`src/hdl/qat_pkg.sv`:
```
// Shared types, character constants and scan modes of the quoted argument tokenizer.
package qat_pkg;

	localparam int unsigned QUEUE_DEPTH = 4;
	localparam int unsigned COUNT_W     = $clog2(QUEUE_DEPTH + 1);

	localparam logic [7:0] CH_NUL    = 8'h00;
	localparam logic [7:0] CH_TAB    = 8'h09;
	localparam logic [7:0] CH_LF     = 8'h0A;
	localparam logic [7:0] CH_CR     = 8'h0D;
	localparam logic [7:0] CH_SPACE  = 8'h20;
	localparam logic [7:0] CH_DQUOTE = 8'h22;
	localparam logic [7:0] CH_SQUOTE = 8'h27;
	localparam logic [7:0] CH_COMMA  = 8'h2C;
	localparam logic [7:0] CH_BSLASH = 8'h5C;

	localparam logic [1:0] CAUSE_WS    = 2'd0;
	localparam logic [1:0] CAUSE_COMMA = 2'd1;
	localparam logic [1:0] CAUSE_END   = 2'd2;

	typedef enum logic [2:0] {
		MODE_SKIP      = 3'd0,
		MODE_PLAIN     = 3'd1,
		MODE_SQ        = 3'd2,
		MODE_DQ        = 3'd3,
		MODE_PLAIN_ESC = 3'd4,
		MODE_DQ_ESC    = 3'd5
	} mode_t;

	typedef struct packed {
		logic       is_token_end;
		logic [7:0] out_byte;
		logic [1:0] stop_cause;
		logic       last_of_run;
	} word_t;

	typedef struct packed {
		mode_t      next_mode;
		logic [1:0] count;
		word_t      w0;
		word_t      w1;
	} dec_t;

endpackage

```
`src/hdl/qat_decode.sv`:
```
// Combinational decode of one text byte into the next scan mode and up to two output words.
module qat_decode import qat_pkg::*; (
	input  mode_t      mode,
	input  logic [7:0] text_byte,
	input  logic       comma_splits,
	output dec_t       dec
);

	typedef struct packed {
		logic  valid;
		word_t w;
		mode_t mode;
	} act_t;

	function automatic word_t byte_word(input logic [7:0] b);
		word_t w;
		w = '0;
		w.out_byte = b;
		return w;
	endfunction

	function automatic word_t end_word(input logic [1:0] cause);
		word_t w;
		w = '0;
		w.is_token_end = 1'b1;
		w.stop_cause = cause;
		return w;
	endfunction

	function automatic logic is_ws(input logic [7:0] b);
		return (b == CH_SPACE) || (b == CH_TAB) || (b == CH_CR) || (b == CH_LF);
	endfunction

	function automatic act_t plain_act(input logic [7:0] b, input logic cs);
		act_t a;
		a = '0;
		a.mode = MODE_PLAIN;
		if (b == CH_NUL) begin
			a.valid = 1'b1;
			a.w = end_word(CAUSE_END);
			a.mode = MODE_SKIP;
		end else if (b == CH_SQUOTE) begin
			a.mode = MODE_SQ;
		end else if (b == CH_DQUOTE) begin
			a.mode = MODE_DQ;
		end else if (b == CH_BSLASH) begin
			a.mode = MODE_PLAIN_ESC;
		end else if (is_ws(b)) begin
			a.valid = 1'b1;
			a.w = end_word(CAUSE_WS);
			a.mode = MODE_SKIP;
		end else if ((b == CH_COMMA) && cs) begin
			a.valid = 1'b1;
			a.w = end_word(CAUSE_COMMA);
			a.mode = MODE_SKIP;
		end else begin
			a.valid = 1'b1;
			a.w = byte_word(b);
		end
		return a;
	endfunction

	function automatic act_t dq_act(input logic [7:0] b);
		act_t a;
		a = '0;
		a.mode = MODE_DQ;
		if (b == CH_NUL) begin
			a.valid = 1'b1;
			a.w = end_word(CAUSE_END);
			a.mode = MODE_SKIP;
		end else if (b == CH_DQUOTE) begin
			a.mode = MODE_PLAIN;
		end else if (b == CH_BSLASH) begin
			a.mode = MODE_DQ_ESC;
		end else begin
			a.valid = 1'b1;
			a.w = byte_word(b);
		end
		return a;
	endfunction

	act_t a;

	always_comb begin
		dec = '0;
		dec.next_mode = MODE_SKIP;
		a = '0;
		case (mode)
			MODE_PLAIN: begin
				a = plain_act(text_byte, comma_splits);
				dec.w0 = a.w;
				dec.count = {1'b0, a.valid};
				dec.next_mode = a.mode;
			end
			MODE_SQ: begin
				if (text_byte == CH_NUL) begin
					dec.w0 = end_word(CAUSE_END);
					dec.count = 2'd1;
					dec.next_mode = MODE_SKIP;
				end else if (text_byte == CH_SQUOTE) begin
					dec.next_mode = MODE_PLAIN;
				end else begin
					dec.w0 = byte_word(text_byte);
					dec.count = 2'd1;
					dec.next_mode = MODE_SQ;
				end
			end
			MODE_DQ: begin
				a = dq_act(text_byte);
				dec.w0 = a.w;
				dec.count = {1'b0, a.valid};
				dec.next_mode = a.mode;
			end
			MODE_PLAIN_ESC: begin
				if ((text_byte == CH_NUL) || (text_byte == CH_CR) || (text_byte == CH_LF)) begin
					a = plain_act(text_byte, comma_splits);
					dec.w0 = byte_word(CH_BSLASH);
					dec.w1 = a.w;
					dec.count = a.valid ? 2'd2 : 2'd1;
					dec.next_mode = a.mode;
				end else begin
					dec.w0 = byte_word(text_byte);
					dec.count = 2'd1;
					dec.next_mode = MODE_PLAIN;
				end
			end
			MODE_DQ_ESC: begin
				if (text_byte == CH_DQUOTE) begin
					dec.w0 = byte_word(CH_DQUOTE);
					dec.count = 2'd1;
					dec.next_mode = MODE_DQ;
				end else begin
					a = dq_act(text_byte);
					dec.w0 = byte_word(CH_BSLASH);
					dec.w1 = a.w;
					dec.count = a.valid ? 2'd2 : 2'd1;
					dec.next_mode = a.mode;
				end
			end
			default: begin
				if ((text_byte != CH_SPACE) && (text_byte != CH_TAB)) begin
					a = plain_act(text_byte, comma_splits);
					dec.w0 = a.w;
					dec.count = {1'b0, a.valid};
					dec.next_mode = a.mode;
				end
			end
		endcase
		if (dec.count == 2'd1) begin
			dec.w0.last_of_run = 1'b1;
		end
		if (dec.count == 2'd2) begin
			dec.w1.last_of_run = 1'b1;
		end
	end

endmodule

```
`src/hdl/qat_outq.sv`:
```
// Short shifting queue of output words that takes up to two words and gives one per cycle when popped.
module qat_outq import qat_pkg::*; (
	input  logic       clk,
	input  logic       arst_n,
	input  logic [1:0] push_count,
	input  word_t      push_w0,
	input  word_t      push_w1,
	input  logic       pop,
	output logic       room,
	output logic       head_valid,
	output word_t      head
);

	word_t              slot_q [QUEUE_DEPTH];
	logic [COUNT_W-1:0] count_q;
	logic [COUNT_W-1:0] base;
	logic [COUNT_W-1:0] count_d;

	assign head_valid = (count_q != '0);
	assign head = slot_q[0];
	assign room = (count_q <= COUNT_W'(QUEUE_DEPTH - 2));
	assign base = count_q - COUNT_W'(pop);
	assign count_d = base + COUNT_W'(push_count);

	always_ff @(posedge clk or negedge arst_n) begin
		if (!arst_n) begin
			count_q <= '0;
		end else begin
			count_q <= count_d;
		end
	end

	always_ff @(posedge clk) begin
		for (int i = 0; i < QUEUE_DEPTH - 1; i++) begin
			if ((push_count == 2'd2) && (COUNT_W'(i) == base + COUNT_W'(1))) begin
				slot_q[i] <= push_w1;
			end else if ((push_count != 2'd0) && (COUNT_W'(i) == base)) begin
				slot_q[i] <= push_w0;
			end else if (pop) begin
				slot_q[i] <= slot_q[i + 1];
			end
		end
		if ((push_count == 2'd2) && (COUNT_W'(QUEUE_DEPTH - 1) == base + COUNT_W'(1))) begin
			slot_q[QUEUE_DEPTH - 1] <= push_w1;
		end else if ((push_count != 2'd0) && (COUNT_W'(QUEUE_DEPTH - 1) == base)) begin
			slot_q[QUEUE_DEPTH - 1] <= push_w0;
		end
	end

endmodule

```
`src/hdl/quoted_argument_tokenizer_unit.sv`:
```
// Top level of the quoted argument tokenizer: mode register, byte decode and output queue.
//
//   channel   direction   handshake              word
//   input     in          in_valid / in_stall    text_byte
//   output    out         out_valid / out_stall  is_token_end, out_byte, stop_cause, last_of_run
//   config    in          cfg_wr_en              comma_splits
//
// A text byte is decoded in the cycle it is accepted and its words are registered in the
// output queue; one byte is accepted per cycle while in_stall is low.
// A byte that yields two words is absorbed by the four-word queue, which gives one word at a time.
// in_stall rises while the queue holds three or more words; out_stall only holds the queue.
// Reset puts the scanner in the blank-skipping mode, empties the queue and sets comma_splits.
module quoted_argument_tokenizer_unit import qat_pkg::*; (
	input  logic       clk,
	input  logic       arst_n,
	input  logic       cfg_wr_en,
	input  logic       cfg_comma_splits,
	input  logic       in_valid,
	output logic       in_stall,
	input  logic [7:0] text_byte,
	output logic       out_valid,
	input  logic       out_stall,
	output logic       is_token_end,
	output logic [7:0] out_byte,
	output logic [1:0] stop_cause,
	output logic       last_of_run
);

	mode_t      mode_q;
	logic       comma_splits_q;
	dec_t       dec;
	logic       in_take;
	logic       room;
	word_t      head;
	logic [1:0] push_count;

	assign in_stall = !room;
	assign in_take = in_valid && room;
	assign push_count = in_take ? dec.count : 2'd0;

	always_ff @(posedge clk or negedge arst_n) begin
		if (!arst_n) begin
			mode_q <= MODE_SKIP;
			comma_splits_q <= 1'b1;
		end else begin
			if (in_take) begin
				mode_q <= dec.next_mode;
			end
			if (cfg_wr_en) begin
				comma_splits_q <= cfg_comma_splits;
			end
		end
	end

	qat_decode u_decode (
		.mode         (mode_q),
		.text_byte    (text_byte),
		.comma_splits (comma_splits_q),
		.dec          (dec)
	);

	qat_outq u_outq (
		.clk        (clk),
		.arst_n     (arst_n),
		.push_count (push_count),
		.push_w0    (dec.w0),
		.push_w1    (dec.w1),
		.pop        (out_valid && !out_stall),
		.room       (room),
		.head_valid (out_valid),
		.head       (head)
	);

	assign is_token_end = head.is_token_end;
	assign out_byte = head.out_byte;
	assign stop_cause = head.stop_cause;
	assign last_of_run = head.last_of_run;

endmodule

```
`config.mk`:
```
export PLATFORM = sky130hd
export DESIGN_NAME = quoted_argument_tokenizer_unit
export DESIGN_NICKNAME = d
export VERILOG_FILES = /design/src/hdl/qat_pkg.sv /design/src/hdl/qat_decode.sv /design/src/hdl/qat_outq.sv /design/src/hdl/quoted_argument_tokenizer_unit.sv
export SDC_FILE = /design/constraint.sdc
export NUM_CORES = 1
export LEC_CHECK = 0
export BUFFER_PORTS_ARGS = -buffer_cell sky130_fd_sc_hd__clkbuf_2
export CORE_UTILIZATION = 55
export DETAILED_ROUTE_END_ITERATION = 16
export PLACE_DENSITY = 0.81
export SLEW_MARGIN = 5
export SYNTH_ARGS = -nofsm -noshare
export SYNTH_HDL_FRONTEND = slang
export SYNTH_SLANG_ARGS = --single-unit
```
`constraint.sdc`:
```
create_clock -name clk -period 3.5 [get_ports clk]
set_input_delay 0.175 -clock clk [delete_from_list [all_inputs] [get_ports clk]]
set_output_delay 0.175 -clock clk [all_outputs]
set_load 0.02 [all_outputs]
```
==> impl_results.md, run 1 <==
- Status: finished clean
- Power share of the clock group: 13.3%
- Mapped Cells: 360
- Mapped Avg Cell Area: 10.6 um^2
- Distinct cells, synth: 69
- Synth area leaders: edfxtp_1, mux2i_1, mux2_1
- Nets@finish: 402
- Die Y: 85.4 um
- Post-synth ARST share: 12.7%
- Max Cap Viol: 0
- Clock Path Buffers: 2
- Peak supply drop: 0.000249 V
- DPL Wire Length: 6190 um
- Number of core rows: 30
- Root Buffer: clkbuf_8
- Worst-path maximum fanout: 12
- Ant diodes: 0
- DRC errors left: 0
- PortBufs: 27
- Buffers & Inverters on Critical Path: 3
- Comb power frac: 47.5%
- Post-layout minimum cycle time: 3.33 ns
- Clock tree from TritonCTS: done
- Sw Ratio: 39.0%
- CP Capture Type: register
- Cell Pwr Density: 658 nW/um^2
- Gpl congestion: 0.916
- Largest net degree at the start of global routing: 19
- Overflow left after global routing: 0
- Max stage delay on crit path: 0.41 ns
- CP delay by family, top: simple AND/OR/NAND/NOR gates
- Initial core utilization: 56.6%
- Vias in the first global route: 2708
- RSZ-0062 raised after global routing: false
- Worst reg2reg path startpoint: u_outq.count_q[2]
- Final period utilization: 95.1%
- Slew HR: 44.1%
- Sequential share of the synthesized area: 42.3%
- Filler cells: 570
- Final wirelength: 8020 um
- Clk Latency, worst-skew pair: 0.31 ns
- CP Launch Type: register
- Synth Flop Type: edfxtp_1
- Switching power: 1.06 mW
- Routed vias/inst: 6.19
- Core ar.: 6760 um^2
- Post-route ant nets: 0
- Area share of the largest cell type after synthesis: 37.7%
- I/O pin count: 28
- DR WL/cell: 17.3 um
- Final Max Tran Viols: 0
- Hold Fails Final Rpt: 0
- Crit path launch: u_outq.count_q[2]
- Clock sinks: 55
- Skew final: 0.00431 ns
- Most frequent cell after synthesis: edfxtp_1
- DRT iter0 DRCs: 224
- Die X: 85.4 um
- Synth cell count leaders: edfxtp_1, mux2i_1, nand2_1
- Ys Warns: 0
- Cell area after layout: 4120 um^2
- Hold Path Origin: cfg_comma_splits
- Reg clk slew, reported paths: 0.10 ns
- Yosys top cell by area: edfxtp_1
- Total CTS buffers: 5
- Crit path cell chain: or3_1, nand2b_1, inv_1, ha_1, ha_1, xnor2_1, buf_4, nand4_1, nor2_4, buf_4, mux2_1, o2bb2ai_1
- Worst path required time: 3.66 ns
- Final setup violation count: 0
- H-tree depth: 2
- Die area: 7290 um^2
- Area grow syn2layout: 7.85%
- Drt pass-1 iters: 4
- Area after DPL: 4000 um^2
- Initial antenna violation count: 0
- Seq pwr share: 39.2%
- Post-Syn Area: 3820 um^2
- Setup Total Neg Slack: 0 ns
- Global Route Usage Sum: 23.2%
- Mapped Nets: 379
- Post-synth EDFFs: 48
- Count of state elements after synthesis: 55
- FMAX: 0.301 GHz
- First-pass GRT wire length: 13200 um
- Post CTS Setup Buffer Count: 0
- Setup Crit Path Kind: reg2reg
- Vias post-DR: 2873
- Slowest CP cell: dfrtp_1
- Worst Max-Slew Pin Slew: 0.827 ns
- Fin Hold WS: 0.0882 ns
- P_leak: 1.59 nW
- Pint: 1.66 mW
- Arr. time, crit path: 3.49 ns
- Layout cells sized above 1: 22.7%
- Hold/Removal Path Class: in2reg
## state kept, by name, indices dropped and copies added (netlist names)
| register | count |
|---|---|
| comma_splits_q | 1 |
| mode_q | 3 |
| u_outq.count_q | 3 |
| u_outq.slot_q | 48 |
## final timing paths
check	to	slack (ns)	cells past startpoint
max reg2reg	u_outq.slot_q[0][8]	0.17	12
max in group asynchronous	comma_splits_q	3.04	2
min reg2reg	u_outq.slot_q[0][4]	0.53	1
min in group asynchronous	mode_q[1]	0.22	2
max	u_outq.slot_q[0][8]	0.17	12
min	comma_splits_q	0.09	2
## power by group through the flow
stage	Combinational, mW	Sequential (mW)	Clock (mW)
after floorplan	0.979	1.05	0
after global placement	1.18	1.07	0
final	1.29	1.06	0.362
after detailed placement	1.23	1.08	0
after CTS	1.24	1.06	0.366
after global routing	1.40	1.08	0.390
## per-layer routing
metal  wire (um)  track usage [%]
met1        3520             30.0
met2        4000             40.8
met3         452             3.40
met4          49             6.67
met5           0                0
## cell type report
cell class	count	area (um^2)	share of cell area (%)
clock buffers	5	68.8	1.67
clock inverters	3	22.5	0.546
inverters	16	60.1	1.46
multi-input cells	262	2000	48.4
flip-flops and latches	55	1620	39.2
well taps	80	100	2.43
repair buffers	43	258	6.25
## cells by family (layout without fill, tap and decap cells)
kind of cell	after synthesis	count (layout)	synth area share, %
and+or+nand+nor	118	118	18.0
AOI/OAI and AO/OA	79	79	15.2
muxes	57	57	15.7
DFF	55	55	42.3
buffers and inverters	43	67	6.25
adders and majority gates	5	5	1.83
xor gates and xnor gates	3	3	0.687
## metrics by stage
| step | total power, mW | utilization [%] | cells | worst slack, ns |
|---|---|---|---|---|
| final | 2.71 | 61.0 | 464 | 0.173 |
| after global routing | 2.87 | 61.0 | 464 | 0.0100 |
| after global placement | 2.25 | 59.2 | 455 | 0.240 |
| after detailed placement | 2.31 | 59.2 | 455 | 0.152 |
| after CTS | 2.67 | 60.7 | 464 | 0.137 |
| after floorplan | 2.03 | - | 360 | 0.0598 |
## repair_timing
item | 4_1_cts | 5_1_grt
gates resized for setup | 0 | 3
hold endpoints to repair | 7 | 0
hold buffers | 1 | 0
endpoints found under the setup margin | 0 | 6
## cell usage in the layout, fill, tap and decap left out, drive strengths merged, types with 3 or more instances in the layout
master | Yosys | layout
mux2 | 25 | 25
o31ai | 3 | 3
edfxtp | 48 | 48
nand3 | 10 | 10
o21ai | 16 | 16
nand3b | 4 | 4
or3b | 3 | 3
nand2 | 29 | 29
nor2b | 5 | 5
dfrtp | 6 | 6
a21oi | 16 | 16
nor2 | 30 | 30
nand4 | 3 | 3
o2bb2ai | 4 | 4
a31oi | 5 | 5
a211oi | 3 | 3
or3 | 5 | 5
buf | 21 | 15
mux2i | 32 | 32
nand2b | 4 | 4
o31a | 4 | 4
inv | 16 | 18
clkbuf | 6 | 32
nor4b | 3 | 3
nor3 | 3 | 3
and2 | 9 | 9
and3 | 3 | 3
a22o | 5 | 5
ha | 4 | 4
a22oi | 3 | 3
Power figures use the tool's default switching activity.
==> inputs of run 2 (changes only) <==
--- a/config.mk
+++ b/config.mk
@@ -5,6 +5,7 @@
 export SDC_FILE = /design/constraint.sdc
 export NUM_CORES = 1
 export LEC_CHECK = 0
+export ABC_AREA = 1
 export BUFFER_PORTS_ARGS = -buffer_cell sky130_fd_sc_hd__clkbuf_2
 export CORE_UTILIZATION = 55
 export DETAILED_ROUTE_END_ITERATION = 16
==> impl_results.md, run 2 <==
- Final setup violation count: 0 (unchanged)
- Synth cell count leaders: nand2_1, nor2_1, edfxtp_1
- Pint: 1.53 mW (-7.3%)
- Post-synth EDFFs: 48 (unchanged)
- Sequential share of the synthesized area: 41.7% (-0.59 points)
- Most frequent cells in the layout: nand2_1, nor2_1, edfxtp_1
- Core ar.: 6790 um^2 (+0.56%)
- Nets@finish: 551 (+37%)
- Mapped Cells: 519 (+44%)
- Crit path cell chain: nor2_1, a21oi_2, ha_1, ha_1, nor2_1, ha_1, inv_1, nor2_1, nand2_2, nand2_2, nand2_4, inv_2, nand2_1
- I/O pin count: 28 (unchanged)
- RSZ-0062 raised after global routing: false
- Commonest non-fill, non-tap cell in the layout: nand2_1
- Worst-path maximum fanout: 12 (unchanged)
- Slew HR: 59.3% (+15 points)
- Seq pwr share: 37.9% (-1.3 points)
- DRT iter0 DRCs: 294 (+31%)
- Total CTS buffers: 5 (unchanged)
- Biggest regs: u_outq.slot_q x48, mode_q x3, u_outq.count_q x3
- CP Launch Type: register
- Layout cells sized above 1: 15.8% (-6.9 points)
- Post-route ant nets: 0 (unchanged)
- Drt pass-1 iters: 5 (+1)
- Register area: 1620 um^2 (unchanged)
- Vias in the first global route: 3278 (+21%)
- Worst path required time: 3.47 ns (-0.19 ns)
- Post-Syn Area: 3880 um^2 (+1.4%)
- Clock Path Buffers: 2 (unchanged)
- Max Cap Viol: 0 (unchanged)
- Setup Crit Path Kind: reg2reg
- Reg clk slew, reported paths: 0.10 ns (about the same)
- CP Capture Type: register
- Die Y: 86.0 um (+0.69%)
- Overflow left after global routing: 0 (unchanged)
- Final period utilization: 89.0% (-6.1 points)
- Area share of the largest cell type after synthesis: 37.2% (-0.52 points)
- Post CTS Setup Buffer Count: 0 (unchanged)
- Final wirelength: 9010 um (+12%)
- First-pass GRT wire length: 15200 um (+15%)
- Post-synth ARST share: 12.7% (unchanged)
- Skew final: 0.0152 ns (+0.0109 ns)
- Largest Register: u_outq.slot_q
- H-tree depth: 2 (unchanged)
- Total chip power: 2.80 mW (+3.0%)
- Clock tree from TritonCTS: done
- Peak supply drop: 0.000292 V (+18%)
- Comb power frac: 48.5% (+1.0 points)
- DR WL/cell: 14.3 um (-17%)
- Clock sinks: 55 (unchanged)
- Largest net degree at the start of global routing: 24 (+5)
- Sw Ratio: 45.1% (+6.1 points)
- Synth area leaders: edfxtp_1, nand2_1, nor2_1
- Setup Total Neg Slack: 0 ns (unchanged)
- Cell Pwr Density: 689 nW/um^2 (+4.6%)
- Yosys top cell by area: edfxtp_1
- Area grow syn2layout: 4.71%
- Routed vias/inst: 5.55 (-10%)
- Arr. time, crit path: 3.09 ns (-0.40 ns)
- Ant diodes: 0 (unchanged)
- Clk Latency, worst-skew pair: 0.32 ns (about the same)
- Max stage delay on crit path: 0.43 ns (+0.02 ns)
- Slowest CP cell: dfrtp_1
- Final Max Tran Viols: 0 (unchanged)
- FMAX: 0.321 GHz (+6.8%)
- Initial antenna violation count: 0 (unchanged)
- DPL Wire Length: 7110 um (+15%)
- Most frequent cell after synthesis: nand2_1
- Root Buffer: clkbuf_8
- Mapped Avg Cell Area: 7.47 um^2 (-30%)
- Die X: 86.0 um (+0.69%)
- Synth Flop Type: edfxtp_1
- Filler cells: 621 (+8.9%)
- Vias post-DR: 3488 (+21%)
- PortBufs: 27 (unchanged)
- Global Route Usage Sum: 26.2% (+3.0 points)
- Distinct cells, synth: 37 (-46%)
- Mapped Nets: 538 (+42%)
- Die area: 7390 um^2 (+1.4%)
- Initial core utilization: 57.1% (+0.48 points)
- Largest register FFs: 48 (unchanged)
- Gpl congestion: 0.955 (+4.2%)
- Multi-input logic area: 1850 um^2 (-7.3%)
- Ys Warns: 0 (unchanged)
- Hold Fails Final Rpt: 0 (unchanged)
- Switching power: 1.26 mW (+19%)
- Post-layout minimum cycle time: 3.11 ns (-0.212 ns)
- Worst Max-Slew Pin Slew: 0.608 ns (-0.218 ns)
- Power share of the clock group: 13.6% (+0.3 points)
- Hold/Removal Path Class: in2reg
- Number of core rows: 30 (unchanged)
- Count of state elements after synthesis: 55 (unchanged)
- DRC errors left: 0 (unchanged)
- P_leak: 1.85 nW (+16%)
- Status: finished clean
run 2: cell types whose count changed after synthesis, moves of 6 or more:
cell     before  now
inv_1        15   40
mux2_1       14    0
a21oi_1      15    9
nand2_2       0   15
mux2_2       11    0
and2_1        8    1
nand2_1      29  179
o21ai_0      16   33
mux2i_1      32    0
o21ai_1       0   14
nand3_1      10   31
nor2_1       26   51
inv_2         1   13
nor3_1        2    9
run 2: routing by layer:
| metal | share of wire [%] | global-route usage, % |
|---|---|---|
| met1 | 42 | 32.6 |
| met2 | 49 | 44.4 |
| met3 | 5.3 | 3.37 |
| met4 | 4.0 | 14.2 |
| met5 | 0 | 0 |
run 2: per-stage QoR:
stage	instances	instance area, um^2	util, %	hold slack [ns]	worst slack (ns)
floorplan	519	3880	-	-0.121	0.651
global placement	620	3950	58.1	0.0137	0.444
detailed placement	620	3950	58.1	0.0269	0.316
CTS	629	4060	59.7	0.0458	0.303
global route	629	4060	59.8	0.0660	0.0908
finish	629	4060	59.8	0.0445	0.385
run 2: final timing paths:
kind	from	endpoint	slack, ns	cells past startpoint
setup / recovery	u_outq.count_q[2]	u_outq.slot_q[1][0]	0.39	13
hold / removal	cfg_wr_en	comma_splits_q	0.04	2
setup reg to reg	u_outq.count_q[2]	u_outq.slot_q[1][0]	0.39	13
hold reg to reg	u_outq.slot_q[1][6]	u_outq.slot_q[0][18]	0.53	2
max in group asynchronous	arst_n	comma_splits_q	3.03	2
min in group asynchronous	arst_n	u_outq.count_q[2]	0.23	2
run 2: layout make-up:
type / instances / share of cell area [%]
flip-flops and latches: 55 / 39.8
clock buffers: 5 / 1.69
multi-input cells: 385 / 45.6
well taps: 96 / 2.96
repair buffers: 32 / 4.31
inverters: 53 / 4.90
clock inverters: 3 / 0.678
run 2: critical path: cells and delay by family, from the launching register on:
family / cells / cell delay (ns)
buffers and inverters: 2 / 0.20
and+or+nand+nor: 7 / 1.12
AOI/OAI and AO/OA: 1 / 0.14
DFF: 1 / 0.43
adders and majority gates: 3 / 0.88
run 2: power by group through the flow:
stage / logic, mW / registers (mW) / clock network [mW]
3_3_place_gp: 1.31 / 1.07 / 0
6_report: 1.36 / 1.06 / 0.380
3_5_place_dp: 1.34 / 1.08 / 0
2_1_floorplan: 1.11 / 1.07 / 0
4_1_cts: 1.34 / 1.06 / 0.381
5_1_grt: 1.52 / 1.08 / 0.404
run 2: kinds of logic after synthesis:
group | Yosys count | share of synthesized area [%]
xor+xnor | 2 | 0.452
fa+ha+maj | 5 | 1.81
compound gates | 64 | 8.84
buf+inv | 79 | 10.6
flops | 55 | 41.7
simple gates | 314 | 36.6
run 2: repair_timing:
action,CTS,global route
hold endpoints to repair,7,0
gates resized for setup,0,1
hold buffers,1,0
endpoints found under the setup margin,0,4
